===== config.mk =====
export PLATFORM = sky130hd
export DESIGN_NAME = live_plateau_stop_detector
export DESIGN_NICKNAME = d
export VERILOG_FILES = /design/src/rtl/core/lpsd_pkg.sv /design/src/rtl/core/lpsd_cfg.sv /design/src/rtl/core/lpsd_ctrl.sv /design/src/rtl/core/lpsd_dp.sv /design/src/rtl/core/live_plateau_stop_detector.sv
export SDC_FILE = /design/constraint.sdc
export NUM_CORES = 2
export LEC_CHECK = 0
export BUFFER_PORTS_ARGS = -buffer_cell sky130_fd_sc_hd__buf_2
export CORE_ASPECT_RATIO = 0.75
export CORE_MARGIN = 4
export CORE_UTILIZATION = 65
export DETAILED_ROUTE_END_ITERATION = 6
export GPL_TIMING_DRIVEN = 0
export PLACE_DENSITY = 0.81
export SLEW_MARGIN = 25
export SYNTH_ARGS = -nofsm -noshare
export SYNTH_HDL_FRONTEND = slang
export SYNTH_SLANG_ARGS = --single-unit

===== constraint.sdc =====
create_clock -name i_clk -period 14.5 [get_ports i_clk]
set_input_delay 1.45 -clock i_clk [delete_from_list [all_inputs] [get_ports i_clk]]
set_output_delay 1.45 -clock i_clk [all_outputs]
set_load 0.05 [all_outputs]

===== src/rtl/core/lpsd_pkg.sv =====
// ----------------------------------------------------------------------------
// lpsd_pkg
// Shared types, constants and the saturation helper of the plateau stop detector.
// ----------------------------------------------------------------------------
package lpsd_pkg;

    localparam int VW        = 32;
    localparam int FB        = 16;
    localparam int DIV_BITS  = 53;
    localparam int CNT_W     = 6;
    localparam int PW        = 55;

    localparam logic signed [33:0] PI_Q     = 34'sd205887;
    localparam logic signed [33:0] TWO_PI_Q = 34'sd411774;
    localparam logic signed [20:0] USEC_PER_SEC = 21'sd1000000;
    localparam logic [16:0]        ONE_Q    = 17'd65536;

    localparam logic [1:0] ST_RECORD  = 2'd0;
    localparam logic [1:0] ST_PLATEAU = 2'd1;
    localparam logic [1:0] ST_TIMEOUT = 2'd2;

    localparam logic [2:0] REG_EMA_ALPHA   = 3'd0;
    localparam logic [2:0] REG_GROWTH      = 3'd1;
    localparam logic [2:0] REG_MIN_FRAC    = 3'd2;
    localparam logic [2:0] REG_HOLD        = 3'd3;
    localparam logic [2:0] REG_STOP_THR    = 3'd4;
    localparam logic [2:0] REG_TIMEOUT     = 3'd5;
    localparam logic [2:0] REG_ANGULAR     = 3'd6;
    localparam logic [2:0] REG_EARLY_EXIT  = 3'd7;

    typedef struct packed {
        logic [16:0] ema_alpha;
        logic [17:0] growth_factor;
        logic [16:0] min_fraction;
        logic [23:0] hold_time_us;
        logic [16:0] stop_threshold;
        logic [31:0] timeout_us;
        logic        angular_mode;
        logic        early_exit_enable;
    } t_cfg;

    typedef enum logic [4:0] {
        C_NONE, C_LOAD, C_HOLD, C_TIMEOUT, C_FIRST, C_UNWRAP, C_MUL_DIFF, C_RAW_PREV,
        C_DIV_START, C_DIV_STEP, C_DIV_END, C_SEED, C_EMA_A, C_EMA_B, C_EMA_SUM,
        C_GROW_MUL, C_GROW_CMP, C_FRAC_MUL, C_DECIDE, C_EMIT
    } t_cmd;

    typedef enum logic [3:0] {
        S_IDLE, S_CHECK, S_RATE, S_DIV_INIT, S_DIV, S_DIV_END, S_SEED, S_EMA_A,
        S_EMA_B, S_EMA_SUM, S_GROW_MUL, S_GROW_CMP, S_FRAC_MUL, S_DECIDE, S_EMIT
    } t_state;

    typedef struct packed {
        logic finished;
        logic timeout_hit;
        logic first;
        logic dt_gt1;
        logic div_last;
        logic out_free;
    } t_dp_status;

    function automatic logic signed [VW-1:0] f_sat(input logic signed [PW:0] x);
        logic signed [PW:0] hi;
        logic signed [PW:0] lo;
        hi = (PW+1)'(signed'({1'b0, {(VW-1){1'b1}}}));
        lo = -hi - (PW+1)'(1);
        if (x > hi) begin
            return {1'b0, {(VW-1){1'b1}}};
        end else if (x < lo) begin
            return {1'b1, {(VW-1){1'b0}}};
        end
        return x[VW-1:0];
    endfunction

endpackage


===== src/rtl/core/lpsd_cfg.sv =====
// ----------------------------------------------------------------------------
// lpsd_cfg
// Configuration register file, written through a plain write port.
// ----------------------------------------------------------------------------
module lpsd_cfg (
    input  logic          i_clk,
    input  logic          i_rst_n,
    input  logic          i_cfg_we,
    input  logic [2:0]    i_cfg_idx,
    input  logic [31:0]   i_cfg_data,
    output lpsd_pkg::t_cfg o_cfg
);
    import lpsd_pkg::*;

    t_cfg r_cfg;

    always_ff @(posedge i_clk) begin
        if (!i_rst_n) begin
            r_cfg.ema_alpha         <= 17'd19661;
            r_cfg.growth_factor     <= 18'd66191;
            r_cfg.min_fraction      <= 17'd45875;
            r_cfg.hold_time_us      <= 24'd100000;
            r_cfg.stop_threshold    <= 17'd328;
            r_cfg.timeout_us        <= 32'd3000000;
            r_cfg.angular_mode      <= 1'b0;
            r_cfg.early_exit_enable <= 1'b1;
        end else if (i_cfg_we) begin
            case (i_cfg_idx)
                REG_EMA_ALPHA:  r_cfg.ema_alpha         <= i_cfg_data[16:0];
                REG_GROWTH:     r_cfg.growth_factor     <= i_cfg_data[17:0];
                REG_MIN_FRAC:   r_cfg.min_fraction      <= i_cfg_data[16:0];
                REG_HOLD:       r_cfg.hold_time_us      <= i_cfg_data[23:0];
                REG_STOP_THR:   r_cfg.stop_threshold    <= i_cfg_data[16:0];
                REG_TIMEOUT:    r_cfg.timeout_us        <= i_cfg_data;
                REG_ANGULAR:    r_cfg.angular_mode      <= i_cfg_data[0];
                REG_EARLY_EXIT: r_cfg.early_exit_enable <= i_cfg_data[0];
                default: ;
            endcase
        end
    end

    assign o_cfg = r_cfg;

endmodule


===== src/rtl/core/lpsd_ctrl.sv =====
// ----------------------------------------------------------------------------
// lpsd_ctrl
// Sequencer: walks one word through check, unwrap, divide, filter and decide, or from check straight to emit.
// ----------------------------------------------------------------------------
module lpsd_ctrl (
    input  logic                 i_clk,
    input  logic                 i_rst_n,
    input  logic                 i_valid,
    output logic                 o_ready,
    input  lpsd_pkg::t_dp_status i_sts,
    output lpsd_pkg::t_cmd       o_cmd
);
    import lpsd_pkg::*;

    t_state r_state;
    t_state n_state;

    always_ff @(posedge i_clk) begin
        if (!i_rst_n) begin
            r_state <= S_IDLE;
        end else begin
            r_state <= n_state;
        end
    end

    always_comb begin
        n_state = r_state;
        o_cmd   = C_NONE;
        o_ready = 1'b0;
        case (r_state)
            S_IDLE: begin
                o_ready = 1'b1;
                if (i_valid) begin
                    o_cmd   = C_LOAD;
                    n_state = S_CHECK;
                end
            end
            S_CHECK: begin
                if (i_sts.finished) begin
                    o_cmd   = C_HOLD;
                    n_state = S_EMIT;
                end else if (i_sts.timeout_hit) begin
                    o_cmd   = C_TIMEOUT;
                    n_state = S_EMIT;
                end else if (i_sts.first) begin
                    o_cmd   = C_FIRST;
                    n_state = S_EMIT;
                end else begin
                    o_cmd   = C_UNWRAP;
                    n_state = S_RATE;
                end
            end
            S_RATE: begin
                if (i_sts.dt_gt1) begin
                    o_cmd   = C_MUL_DIFF;
                    n_state = S_DIV_INIT;
                end else begin
                    o_cmd   = C_RAW_PREV;
                    n_state = S_SEED;
                end
            end
            S_DIV_INIT: begin
                o_cmd   = C_DIV_START;
                n_state = S_DIV;
            end
            S_DIV: begin
                o_cmd = C_DIV_STEP;
                if (i_sts.div_last) begin
                    n_state = S_DIV_END;
                end
            end
            S_DIV_END: begin
                o_cmd   = C_DIV_END;
                n_state = S_SEED;
            end
            S_SEED: begin
                o_cmd   = C_SEED;
                n_state = S_EMA_A;
            end
            S_EMA_A: begin
                o_cmd   = C_EMA_A;
                n_state = S_EMA_B;
            end
            S_EMA_B: begin
                o_cmd   = C_EMA_B;
                n_state = S_EMA_SUM;
            end
            S_EMA_SUM: begin
                o_cmd   = C_EMA_SUM;
                n_state = S_GROW_MUL;
            end
            S_GROW_MUL: begin
                o_cmd   = C_GROW_MUL;
                n_state = S_GROW_CMP;
            end
            S_GROW_CMP: begin
                o_cmd   = C_GROW_CMP;
                n_state = S_FRAC_MUL;
            end
            S_FRAC_MUL: begin
                o_cmd   = C_FRAC_MUL;
                n_state = S_DECIDE;
            end
            S_DECIDE: begin
                o_cmd   = C_DECIDE;
                n_state = S_EMIT;
            end
            S_EMIT: begin
                if (i_sts.out_free) begin
                    o_cmd   = C_EMIT;
                    n_state = S_IDLE;
                end
            end
            default: n_state = S_IDLE;
        endcase
    end

    a_one_word: assert property (@(posedge i_clk) disable iff (!i_rst_n)
        (i_valid && o_ready) |=> !o_ready)
        else $error("second word taken while busy");

    a_emit_free: assert property (@(posedge i_clk) disable iff (!i_rst_n)
        (o_cmd == C_EMIT) |-> i_sts.out_free)
        else $error("result loaded over unread result");

    a_div_end: assert property (@(posedge i_clk) disable iff (!i_rst_n)
        (r_state == S_DIV && i_sts.div_last) |=> (r_state == S_DIV_END))
        else $error("divider did not finish");

endmodule


===== src/rtl/core/lpsd_dp.sv =====
// ----------------------------------------------------------------------------
// lpsd_dp
// Datapath: state, shared multiplier, serial divider and result register.
// ----------------------------------------------------------------------------
module lpsd_dp (
    input  logic                  i_clk,
    input  logic                  i_rst_n,
    input  lpsd_pkg::t_cmd        i_cmd,
    input  lpsd_pkg::t_cfg        i_cfg,
    input  logic                  i_start_req,
    input  logic [31:0]           i_sample_time_us,
    input  logic signed [31:0]    i_position,
    input  logic                  i_ready,
    output logic                  o_valid,
    output logic signed [31:0]    o_velocity,
    output logic signed [31:0]    o_unwrapped_position,
    output logic [1:0]            o_status,
    output lpsd_pkg::t_dp_status  o_sts
);
    import lpsd_pkg::*;

    logic               r_have_prev;
    logic               r_seeded;
    logic [31:0]        r_last_time;
    logic signed [31:0] r_last_pos;
    logic signed [31:0] r_last_vel;
    logic [31:0]        r_peak;
    logic [31:0]        r_lgt;
    logic signed [31:0] r_last_raw;
    logic signed [31:0] r_acc_head;
    logic [1:0]         r_finish;

    logic [31:0]        r_t;
    logic signed [31:0] r_pos;
    logic signed [31:0] r_unw;
    logic signed [32:0] r_dt;
    logic signed [31:0] r_raw;
    logic signed [31:0] r_filt;
    logic signed [PW-1:0] r_prod;
    logic signed [PW-1:0] r_acc;
    logic               r_neg;
    logic [DIV_BITS-1:0] r_quo;
    logic [31:0]        r_rem;
    logic [CNT_W-1:0]   r_cnt;

    logic signed [31:0] r_res_vel;
    logic signed [31:0] r_res_pos;
    logic [1:0]         r_res_st;
    logic               r_out_valid;
    logic signed [31:0] r_out_vel;
    logic signed [31:0] r_out_pos;
    logic [1:0]         r_out_st;

    logic [16:0]        alpha_sat;
    logic [16:0]        mf_sat;
    logic signed [33:0] delta;
    logic signed [33:0] delta_w;
    logic signed [31:0] acc_new;
    logic signed [31:0] unw_new;
    logic signed [33:0] mul_a;
    logic signed [20:0] mul_b;
    logic signed [PW-1:0] mul_p;
    logic [31:0]        absv;
    logic [PW-1:0]      absv_sh;
    logic [PW-1:0]      prod_u;
    logic signed [PW-1:0] prod_abs;
    logic [32:0]        trial;
    logic [33:0]        trial_d;
    logic               q_bit;
    logic signed [PW:0] quo_s;
    logic signed [PW:0] ema_s;
    logic               grow;
    logic signed [32:0] since;
    logic               plateau;

    assign alpha_sat = (i_cfg.ema_alpha > ONE_Q) ? ONE_Q : i_cfg.ema_alpha;
    assign mf_sat    = (i_cfg.min_fraction > ONE_Q) ? ONE_Q : i_cfg.min_fraction;

    always_comb begin
        delta = 34'(r_pos) - 34'(r_last_raw);
        if (delta > PI_Q) begin
            delta_w = delta - TWO_PI_Q;
        end else if (delta < -PI_Q) begin
            delta_w = delta + TWO_PI_Q;
        end else begin
            delta_w = delta;
        end
        acc_new = f_sat((PW+1)'(r_acc_head) + (PW+1)'(delta_w));
        unw_new = i_cfg.angular_mode ? acc_new : r_pos;
    end

    always_comb begin
        mul_a = '0;
        mul_b = '0;
        case (i_cmd)
            C_MUL_DIFF: begin
                mul_a = 34'(r_unw) - 34'(r_last_pos);
                mul_b = USEC_PER_SEC;
            end
            C_EMA_A: begin
                mul_a = 34'(r_raw);
                mul_b = 21'(signed'({1'b0, alpha_sat}));
            end
            C_EMA_B: begin
                mul_a = 34'(r_last_vel);
                mul_b = 21'(signed'({1'b0, ONE_Q - alpha_sat}));
            end
            C_GROW_MUL: begin
                mul_a = signed'({2'b00, r_peak});
                mul_b = 21'(signed'({1'b0, i_cfg.growth_factor}));
            end
            C_FRAC_MUL: begin
                mul_a = signed'({2'b00, r_peak});
                mul_b = 21'(signed'({1'b0, mf_sat}));
            end
            default: ;
        endcase
        mul_p = PW'(mul_a * mul_b);
    end

    assign absv     = r_filt[31] ? 32'(-r_filt) : 32'(r_filt);
    assign absv_sh  = PW'({absv, {FB{1'b0}}});
    assign prod_u   = unsigned'(r_prod);
    assign prod_abs = r_prod[PW-1] ? -r_prod : r_prod;

    assign trial   = {r_rem, r_quo[DIV_BITS-1]};
    assign trial_d = {1'b0, trial} - {2'b00, r_dt[31:0]};
    assign q_bit   = !trial_d[33];

    assign quo_s = r_neg ? -(PW+1)'({1'b0, r_quo}) : (PW+1)'({1'b0, r_quo});
    assign ema_s = ((PW+1)'(r_acc) + (PW+1)'(r_prod) + (PW+1)'(32768)) >>> FB;

    assign grow    = absv_sh > prod_u;
    assign since   = signed'({1'b0, r_t}) - signed'({1'b0, r_lgt});
    assign plateau = i_cfg.early_exit_enable && (absv_sh >= prod_u) &&
                     (since >= signed'({9'd0, i_cfg.hold_time_us})) &&
                     (r_peak > {15'd0, i_cfg.stop_threshold});

    always_ff @(posedge i_clk) begin
        if (!i_rst_n) begin
            r_have_prev <= 1'b0;
            r_seeded    <= 1'b0;
            r_last_time <= '0;
            r_last_pos  <= '0;
            r_last_vel  <= '0;
            r_peak      <= '0;
            r_lgt       <= '0;
            r_last_raw  <= '0;
            r_acc_head  <= '0;
            r_finish    <= ST_RECORD;
            r_out_valid <= 1'b0;
            r_cnt       <= '0;
        end else begin
            if (i_cmd == C_EMIT) begin
                r_out_valid <= 1'b1;
            end else if (r_out_valid && i_ready) begin
                r_out_valid <= 1'b0;
            end
            case (i_cmd)
                C_LOAD: begin
                    r_t   <= i_sample_time_us;
                    r_pos <= i_position;
                    if (i_start_req) begin
                        r_have_prev <= 1'b0;
                        r_seeded    <= 1'b0;
                        r_last_time <= '0;
                        r_last_pos  <= '0;
                        r_last_vel  <= '0;
                        r_peak      <= '0;
                        r_lgt       <= '0;
                        r_last_raw  <= '0;
                        r_acc_head  <= '0;
                        r_finish    <= ST_RECORD;
                    end
                end
                C_HOLD: begin
                    r_res_vel <= r_last_vel;
                    r_res_pos <= r_last_pos;
                    r_res_st  <= r_finish;
                end
                C_TIMEOUT: begin
                    r_finish  <= ST_TIMEOUT;
                    r_res_vel <= r_last_vel;
                    r_res_pos <= r_last_pos;
                    r_res_st  <= ST_TIMEOUT;
                end
                C_FIRST: begin
                    r_last_raw  <= r_pos;
                    r_acc_head  <= '0;
                    r_last_pos  <= i_cfg.angular_mode ? '0 : r_pos;
                    r_last_time <= r_t;
                    r_last_vel  <= '0;
                    r_have_prev <= 1'b1;
                    r_res_vel   <= '0;
                    r_res_pos   <= i_cfg.angular_mode ? '0 : r_pos;
                    r_res_st    <= r_finish;
                end
                C_UNWRAP: begin
                    r_acc_head <= acc_new;
                    r_last_raw <= r_pos;
                    r_unw      <= unw_new;
                    r_dt       <= signed'({1'b0, r_t}) - signed'({1'b0, r_last_time});
                end
                C_MUL_DIFF: r_prod <= mul_p;
                C_RAW_PREV: r_raw  <= r_last_vel;
                C_DIV_START: begin
                    r_neg <= r_prod[PW-1];
                    r_quo <= prod_abs[DIV_BITS-1:0];
                    r_rem <= '0;
                    r_cnt <= CNT_W'(DIV_BITS);
                end
                C_DIV_STEP: begin
                    r_rem <= q_bit ? trial_d[31:0] : trial[31:0];
                    r_quo <= {r_quo[DIV_BITS-2:0], q_bit};
                    r_cnt <= r_cnt - CNT_W'(1);
                end
                C_DIV_END: r_raw <= f_sat(quo_s);
                C_SEED: begin
                    if (!r_seeded) begin
                        r_last_vel <= r_raw;
                        r_peak     <= r_raw[31] ? 32'(-r_raw) : 32'(r_raw);
                        r_lgt      <= r_t;
                        r_seeded   <= 1'b1;
                    end
                end
                C_EMA_A:    r_acc  <= mul_p;
                C_EMA_B:    r_prod <= mul_p;
                C_EMA_SUM:  r_filt <= f_sat(ema_s);
                C_GROW_MUL: r_prod <= mul_p;
                C_GROW_CMP: begin
                    if (grow) begin
                        r_peak <= absv;
                        r_lgt  <= r_t;
                    end
                    r_last_time <= r_t;
                    r_last_pos  <= r_unw;
                    r_last_vel  <= r_filt;
                end
                C_FRAC_MUL: r_prod <= mul_p;
                C_DECIDE: begin
                    r_res_vel <= r_filt;
                    r_res_pos <= r_unw;
                    if (plateau) begin
                        r_finish <= ST_PLATEAU;
                        r_res_st <= ST_PLATEAU;
                    end else begin
                        r_res_st <= r_finish;
                    end
                end
                C_EMIT: begin
                    r_out_vel   <= r_res_vel;
                    r_out_pos   <= r_res_pos;
                    r_out_st    <= r_res_st;
                end
                default: ;
            endcase
        end
    end

    always_comb begin
        o_sts.finished    = (r_finish != ST_RECORD);
        o_sts.timeout_hit = (r_t >= i_cfg.timeout_us);
        o_sts.first       = !r_have_prev;
        o_sts.dt_gt1      = (r_dt > 33'sd1);
        o_sts.div_last    = (r_cnt == CNT_W'(1));
        o_sts.out_free    = !r_out_valid || i_ready;
    end

    assign o_valid              = r_out_valid;
    assign o_velocity           = r_out_vel;
    assign o_unwrapped_position = r_out_pos;
    assign o_status             = r_out_st;

    a_status_code: assert property (@(posedge i_clk) disable iff (!i_rst_n)
        o_valid |-> (o_status == ST_RECORD || o_status == ST_PLATEAU ||
                     o_status == ST_TIMEOUT))
        else $error("bad status code");

    a_finish_latched: assert property (@(posedge i_clk) disable iff (!i_rst_n)
        (r_finish != ST_RECORD && i_cmd != C_LOAD) |=> (r_finish == $past(r_finish)))
        else $error("finish status changed without start");

    a_rem_below: assert property (@(posedge i_clk) disable iff (!i_rst_n)
        (i_cmd == C_DIV_STEP) |=> ({1'b0, r_rem} < r_dt))
        else $error("divider remainder out of range");

endmodule


===== src/rtl/core/live_plateau_stop_detector.sv =====
// ----------------------------------------------------------------------------
// live_plateau_stop_detector
// Velocity estimator with peak tracking and plateau/timeout stop decision.
// ----------------------------------------------------------------------------
// One word at a time. A word that ends early (latched finish, timeout or the
// first sample) goes from the check straight to the output register; a regular
// sample passes the 53-step serial divider for the raw velocity (skipped when
// the time step is 1 us or less), the filter and the decision. The sequencer
// is idle again in the cycle after loading the result, so no new word is
// taken before then. While an earlier result is still unread, the sequencer
// waits before loading the output register and no new word is taken.
module live_plateau_stop_detector (
    input  logic               i_clk,
    input  logic               i_rst_n,
    input  logic               i_valid,
    output logic               o_ready,
    input  logic               i_start_req,
    input  logic [31:0]        i_sample_time_us,
    input  logic signed [31:0] i_position,
    output logic               o_valid,
    input  logic               i_ready,
    output logic signed [31:0] o_velocity,
    output logic signed [31:0] o_unwrapped_position,
    output logic [1:0]         o_status,
    input  logic               i_cfg_we,
    input  logic [2:0]         i_cfg_idx,
    input  logic [31:0]        i_cfg_data
);
    import lpsd_pkg::*;

    t_cfg       cfg;
    t_cmd       cmd;
    t_dp_status sts;

    lpsd_cfg u_cfg (
        .i_clk      (i_clk),
        .i_rst_n    (i_rst_n),
        .i_cfg_we   (i_cfg_we),
        .i_cfg_idx  (i_cfg_idx),
        .i_cfg_data (i_cfg_data),
        .o_cfg      (cfg)
    );

    lpsd_ctrl u_ctrl (
        .i_clk   (i_clk),
        .i_rst_n (i_rst_n),
        .i_valid (i_valid),
        .o_ready (o_ready),
        .i_sts   (sts),
        .o_cmd   (cmd)
    );

    lpsd_dp u_dp (
        .i_clk                (i_clk),
        .i_rst_n              (i_rst_n),
        .i_cmd                (cmd),
        .i_cfg                (cfg),
        .i_start_req          (i_start_req),
        .i_sample_time_us     (i_sample_time_us),
        .i_position           (i_position),
        .i_ready              (i_ready),
        .o_valid              (o_valid),
        .o_velocity           (o_velocity),
        .o_unwrapped_position (o_unwrapped_position),
        .o_status             (o_status),
        .o_sts                (sts)
    );

endmodule

==> out/qor.yml <==
power:
  power_leakage_nw: 35.7
  ir_worst_vdd_mv: 0.125
  p_per_area_nw_per_um2: 133
  power_switching_share_pct: 44.8
  internal-power_mw: 6.17
  p_clk_share_pct: 21.1
  switchingPower_mw: 5.00
  p_comb_share_pct: 47.0
  power_frac_seq_pct: 31.9
die:
  io_pins: 173
  fp.dieH_um: 307
  dieArea_um2: 125000
  num_rows: 109
  die_w_um: 406
  core-area_um2: 118000
  start_util_pct: 65.6
status:
  violations: "design-rule violations"
  status: "finished with violations"
global_routing:
  grt_pass1_wl_um: 403000
  grt_max_degree: 40
  grt_pass1_vias: 65800
  grt_usage_pct: 42.7
  antenna_found_initial: 15
  overflow: 0
final_layout:
  layout_commonest_cell: "nand2_1"
  nFillCells: 9072
  final_cell_mix: "nand2_1, inv_1, fa_1"
  area_growth_pct: 8.27
  final_cell_area_um2: 83800
  drive_gt1_share_pct: 5.38
  instances_no_fill: 10500
  nNetsFinal: 10200
timing:
  min_period_over_period_pct: 99.0
  skew_ps: 54.2
  final_hold_viol_count: 0
  layout_min_cycle_time_ps: 14360
  drv_slew: 0
  fmax_mhz: 69.7
  setup_viol: 0
  rsz0062_at_grt: "no"
  max_slew_margin_pct: 19.1
  worstMarginPinSlew_ps: 1210
clock_network:
  clkTransAtPathRegs_ps: 60
  clock_path_buffers: 3
  post-cts-setup-buffers: 0
  cts-root-buf: "clkbuf_16"
  cts_sinks: 887
  worstSkewPairLatency_ps: 740
  cts_tree: "built"
  cts_buffers: 88
  htreeDepth: 3
detailed_routing:
  wl_per_cell_um: 25.5
  viasPerCell: 6.46
  vias: 67800
  firstDrtPassIters: 7
  routed_wl_um: 268000
  postRouteAntennaNets: 0
  remaining_drc_errors: 12
  drtIter0Drc: 8576
yosys:
  synth_top_area_share_pct: 20.2
  synth_top_area_cell: "edfxtp_1"
  synth_edf_count: 521
  synth_cell_types: 108
  ys.flop_type: "edfxtp_1"
  synthTopCellsByArea: "edfxtp_1, fa_1, dfxtp_1, ha_1, nand2_1"
  syn-instance-count: 8561
  synth_nets: 9882
  syn_area_per_cell_um2: 9.04
  synthArstFlopShare_pct: 0
  ys_warn_count: 0
  syn_area_um2: 77400
  synth_seq_cells: 887
  yosysSeqAreaShare_pct: 29.7
job:
  cap_violations: 0
critical_path:
  critPathCapture: "u_dp.r_acc[54]"
  cp_max_fo: 10
  crit_start: "u_dp.r_t[0]"
  worstPathArrival_ps: 14810
  regToRegStartpoint: "u_dp.r_t[0]"
  path_class: "flip-flop to flip-flop"
  r2r_end: "u_dp.r_acc[54]"
  r2r_cells: 43
  cp-start-kind: "flip-flop"
  crit_path_end_kind: "flip-flop"
  cp_slowest_stage_delay_ps: 930
  required_ps: 14950
  reg2reg_slack_ps: 140
  cpMostUsedCell: "fa_1"
  cp_slowest_cell: "o21ai_0"
placed_design:
  place_area_um2: 80800
  io_buffers: 168
  dp.cells: 10300
  place_congestion: 1.09
  dp_hpwl_um: 216000
min_path:
  hold_class: "flip-flop to flip-flop"
==> layout make-up <==
class / instances / area, um2 / share of cell area, %
Antenna cell: 7 / 17.5 / 0.0209
Multi-Input combinational cell: 6174 / 48900 / 58.3
Inverter: 1122 / 4210 / 5.03
Clock buffer: 113 / 2440 / 2.91
Timing Repair Buffer: 202 / 1310 / 1.57
Sequential cell: 887 / 23000 / 27.4
Buffer: 376 / 1550 / 1.84
Tap cell: 1554 / 1940 / 2.32
Clock inverter: 51 / 473 / 0.565
==> Yosys cell counts, types with 28 or more instances <==
master        n
nand2_1    1180
inv_1      1119
fa_1        662
ha_1        554
a21oi_1     539
nor2_1      526
edfxtp_1    521
dfxtp_1     366
clkbuf_1    347
o21ai_0     318
xnor2_1     299
a21o_1      211
nand3_1     165
xor2_1      132
nor3_1      122
nor2b_1     108
a22oi_1     107
nand2b_1    102
nand4_1      75
and2_1       74
o211ai_1     73
a211oi_1     71
o31ai_1      56
o21a_1       52
nor4_1       48
a221oi_1     47
a22o_1       46
or3_1        45
a31oi_1      40
o21bai_1     37
mux2i_1      36
and3_1       35
o2bb2ai_1    34
or2_2        28
==> power by group through the flow <==
stage	Sequential, mW	Combinational (mW)	Clock [mW]
2_1_floorplan	3.42	3.39	0
3_3_place_gp	3.62	4.82	0
3_5_place_dp	3.59	5.02	0
4_1_cts	3.54	5.08	2.36
5_1_grt	3.57	5.66	2.47
6_report	3.56	5.25	2.36
==> through the flow <==
stage          power [mW]  hold slack [ps]  worst slack (ps)  util (%)  setup TNS [ps]
3_3_place_gp         8.44              401              -309      67.9           -1870
4_1_cts              11.0              418              50.6      71.0               0
5_1_grt              11.7              423              17.8      71.0               0
2_1_floorplan        6.81              400              4020         -               0
3_5_place_dp         8.61              405               126      68.5               0
6_report             11.2              419               143      71.0               0
==> routing by layer <==
layer	vias up	global-route usage, %	wire, um
met5	-	0	108
met4	16	18.4	14300
met3	785	13.0	35900
met2	4287	62.5	113000
met1	32900	59.1	105000
li1	29800	-	-
==> repair_timing <==
| item | CTS | global route |
|---|---|---|
| hold buffers | 0 | 0 |
| resized for setup | 0 | 34 |
| endpoints found under the setup margin | 0 | 12 |
==> worst min path at each step <==
stage	depth (start not counted)	slack, ps	to	start
after global placement	0	400	u_dp.o_unwrapped_position[27]	u_dp.r_res_pos[27]
after floorplan	0	400	u_dp.o_status[0]	u_dp.r_res_st[0]
after CTS	0	420	u_dp.o_unwrapped_position[26]	u_dp.r_res_pos[26]
after global routing	0	420	u_dp.o_unwrapped_position[26]	u_dp.r_res_pos[26]
final	0	420	u_dp.o_velocity[21]	u_dp.r_res_vel[21]
after detailed placement	0	400	u_dp.o_unwrapped_position[15]	u_dp.r_res_pos[15]
==> sequential cells by signal (all words and copies together) (netlist names), 33 cells and up <==
signal / count
u_dp.prod_u: 55
u_dp.r_quo: 53
u_dp.r_dt: 33
u_dp.r_acc: 55
u_cfg.o_cfg: 127
==> critical path, delay by kind of cell (launching register included) <==
family	cells	cell delay [ps]
AOI/OAI and AO/OA	17	5280
adders and majority gates	9	4280
buffers and inverters	9	2120
and+or+nand+nor	7	1510
DFF	1	480
xor gates and xnor gates	1	390
==> cell families (layout without fill, tap and decap cells) <==
| family | after synthesis | count (layout) | share of synthesized area, % |
|---|---|---|---|
| compound gates | 1903 | 1903 | 16.3 |
| xor+xnor | 431 | 431 | 4.88 |
| fa+ha+maj | 1216 | 1216 | 26.1 |
| buf+inv | 1500 | 1864 | 7.42 |
| flops | 887 | 887 | 29.7 |
| mux | 37 | 37 | 0.480 |
| other cells | 0 | 7 | 0 |
| simple gates | 2587 | 2587 | 15.1 |
No activity file was read; power rests on OpenSTA's default activity.
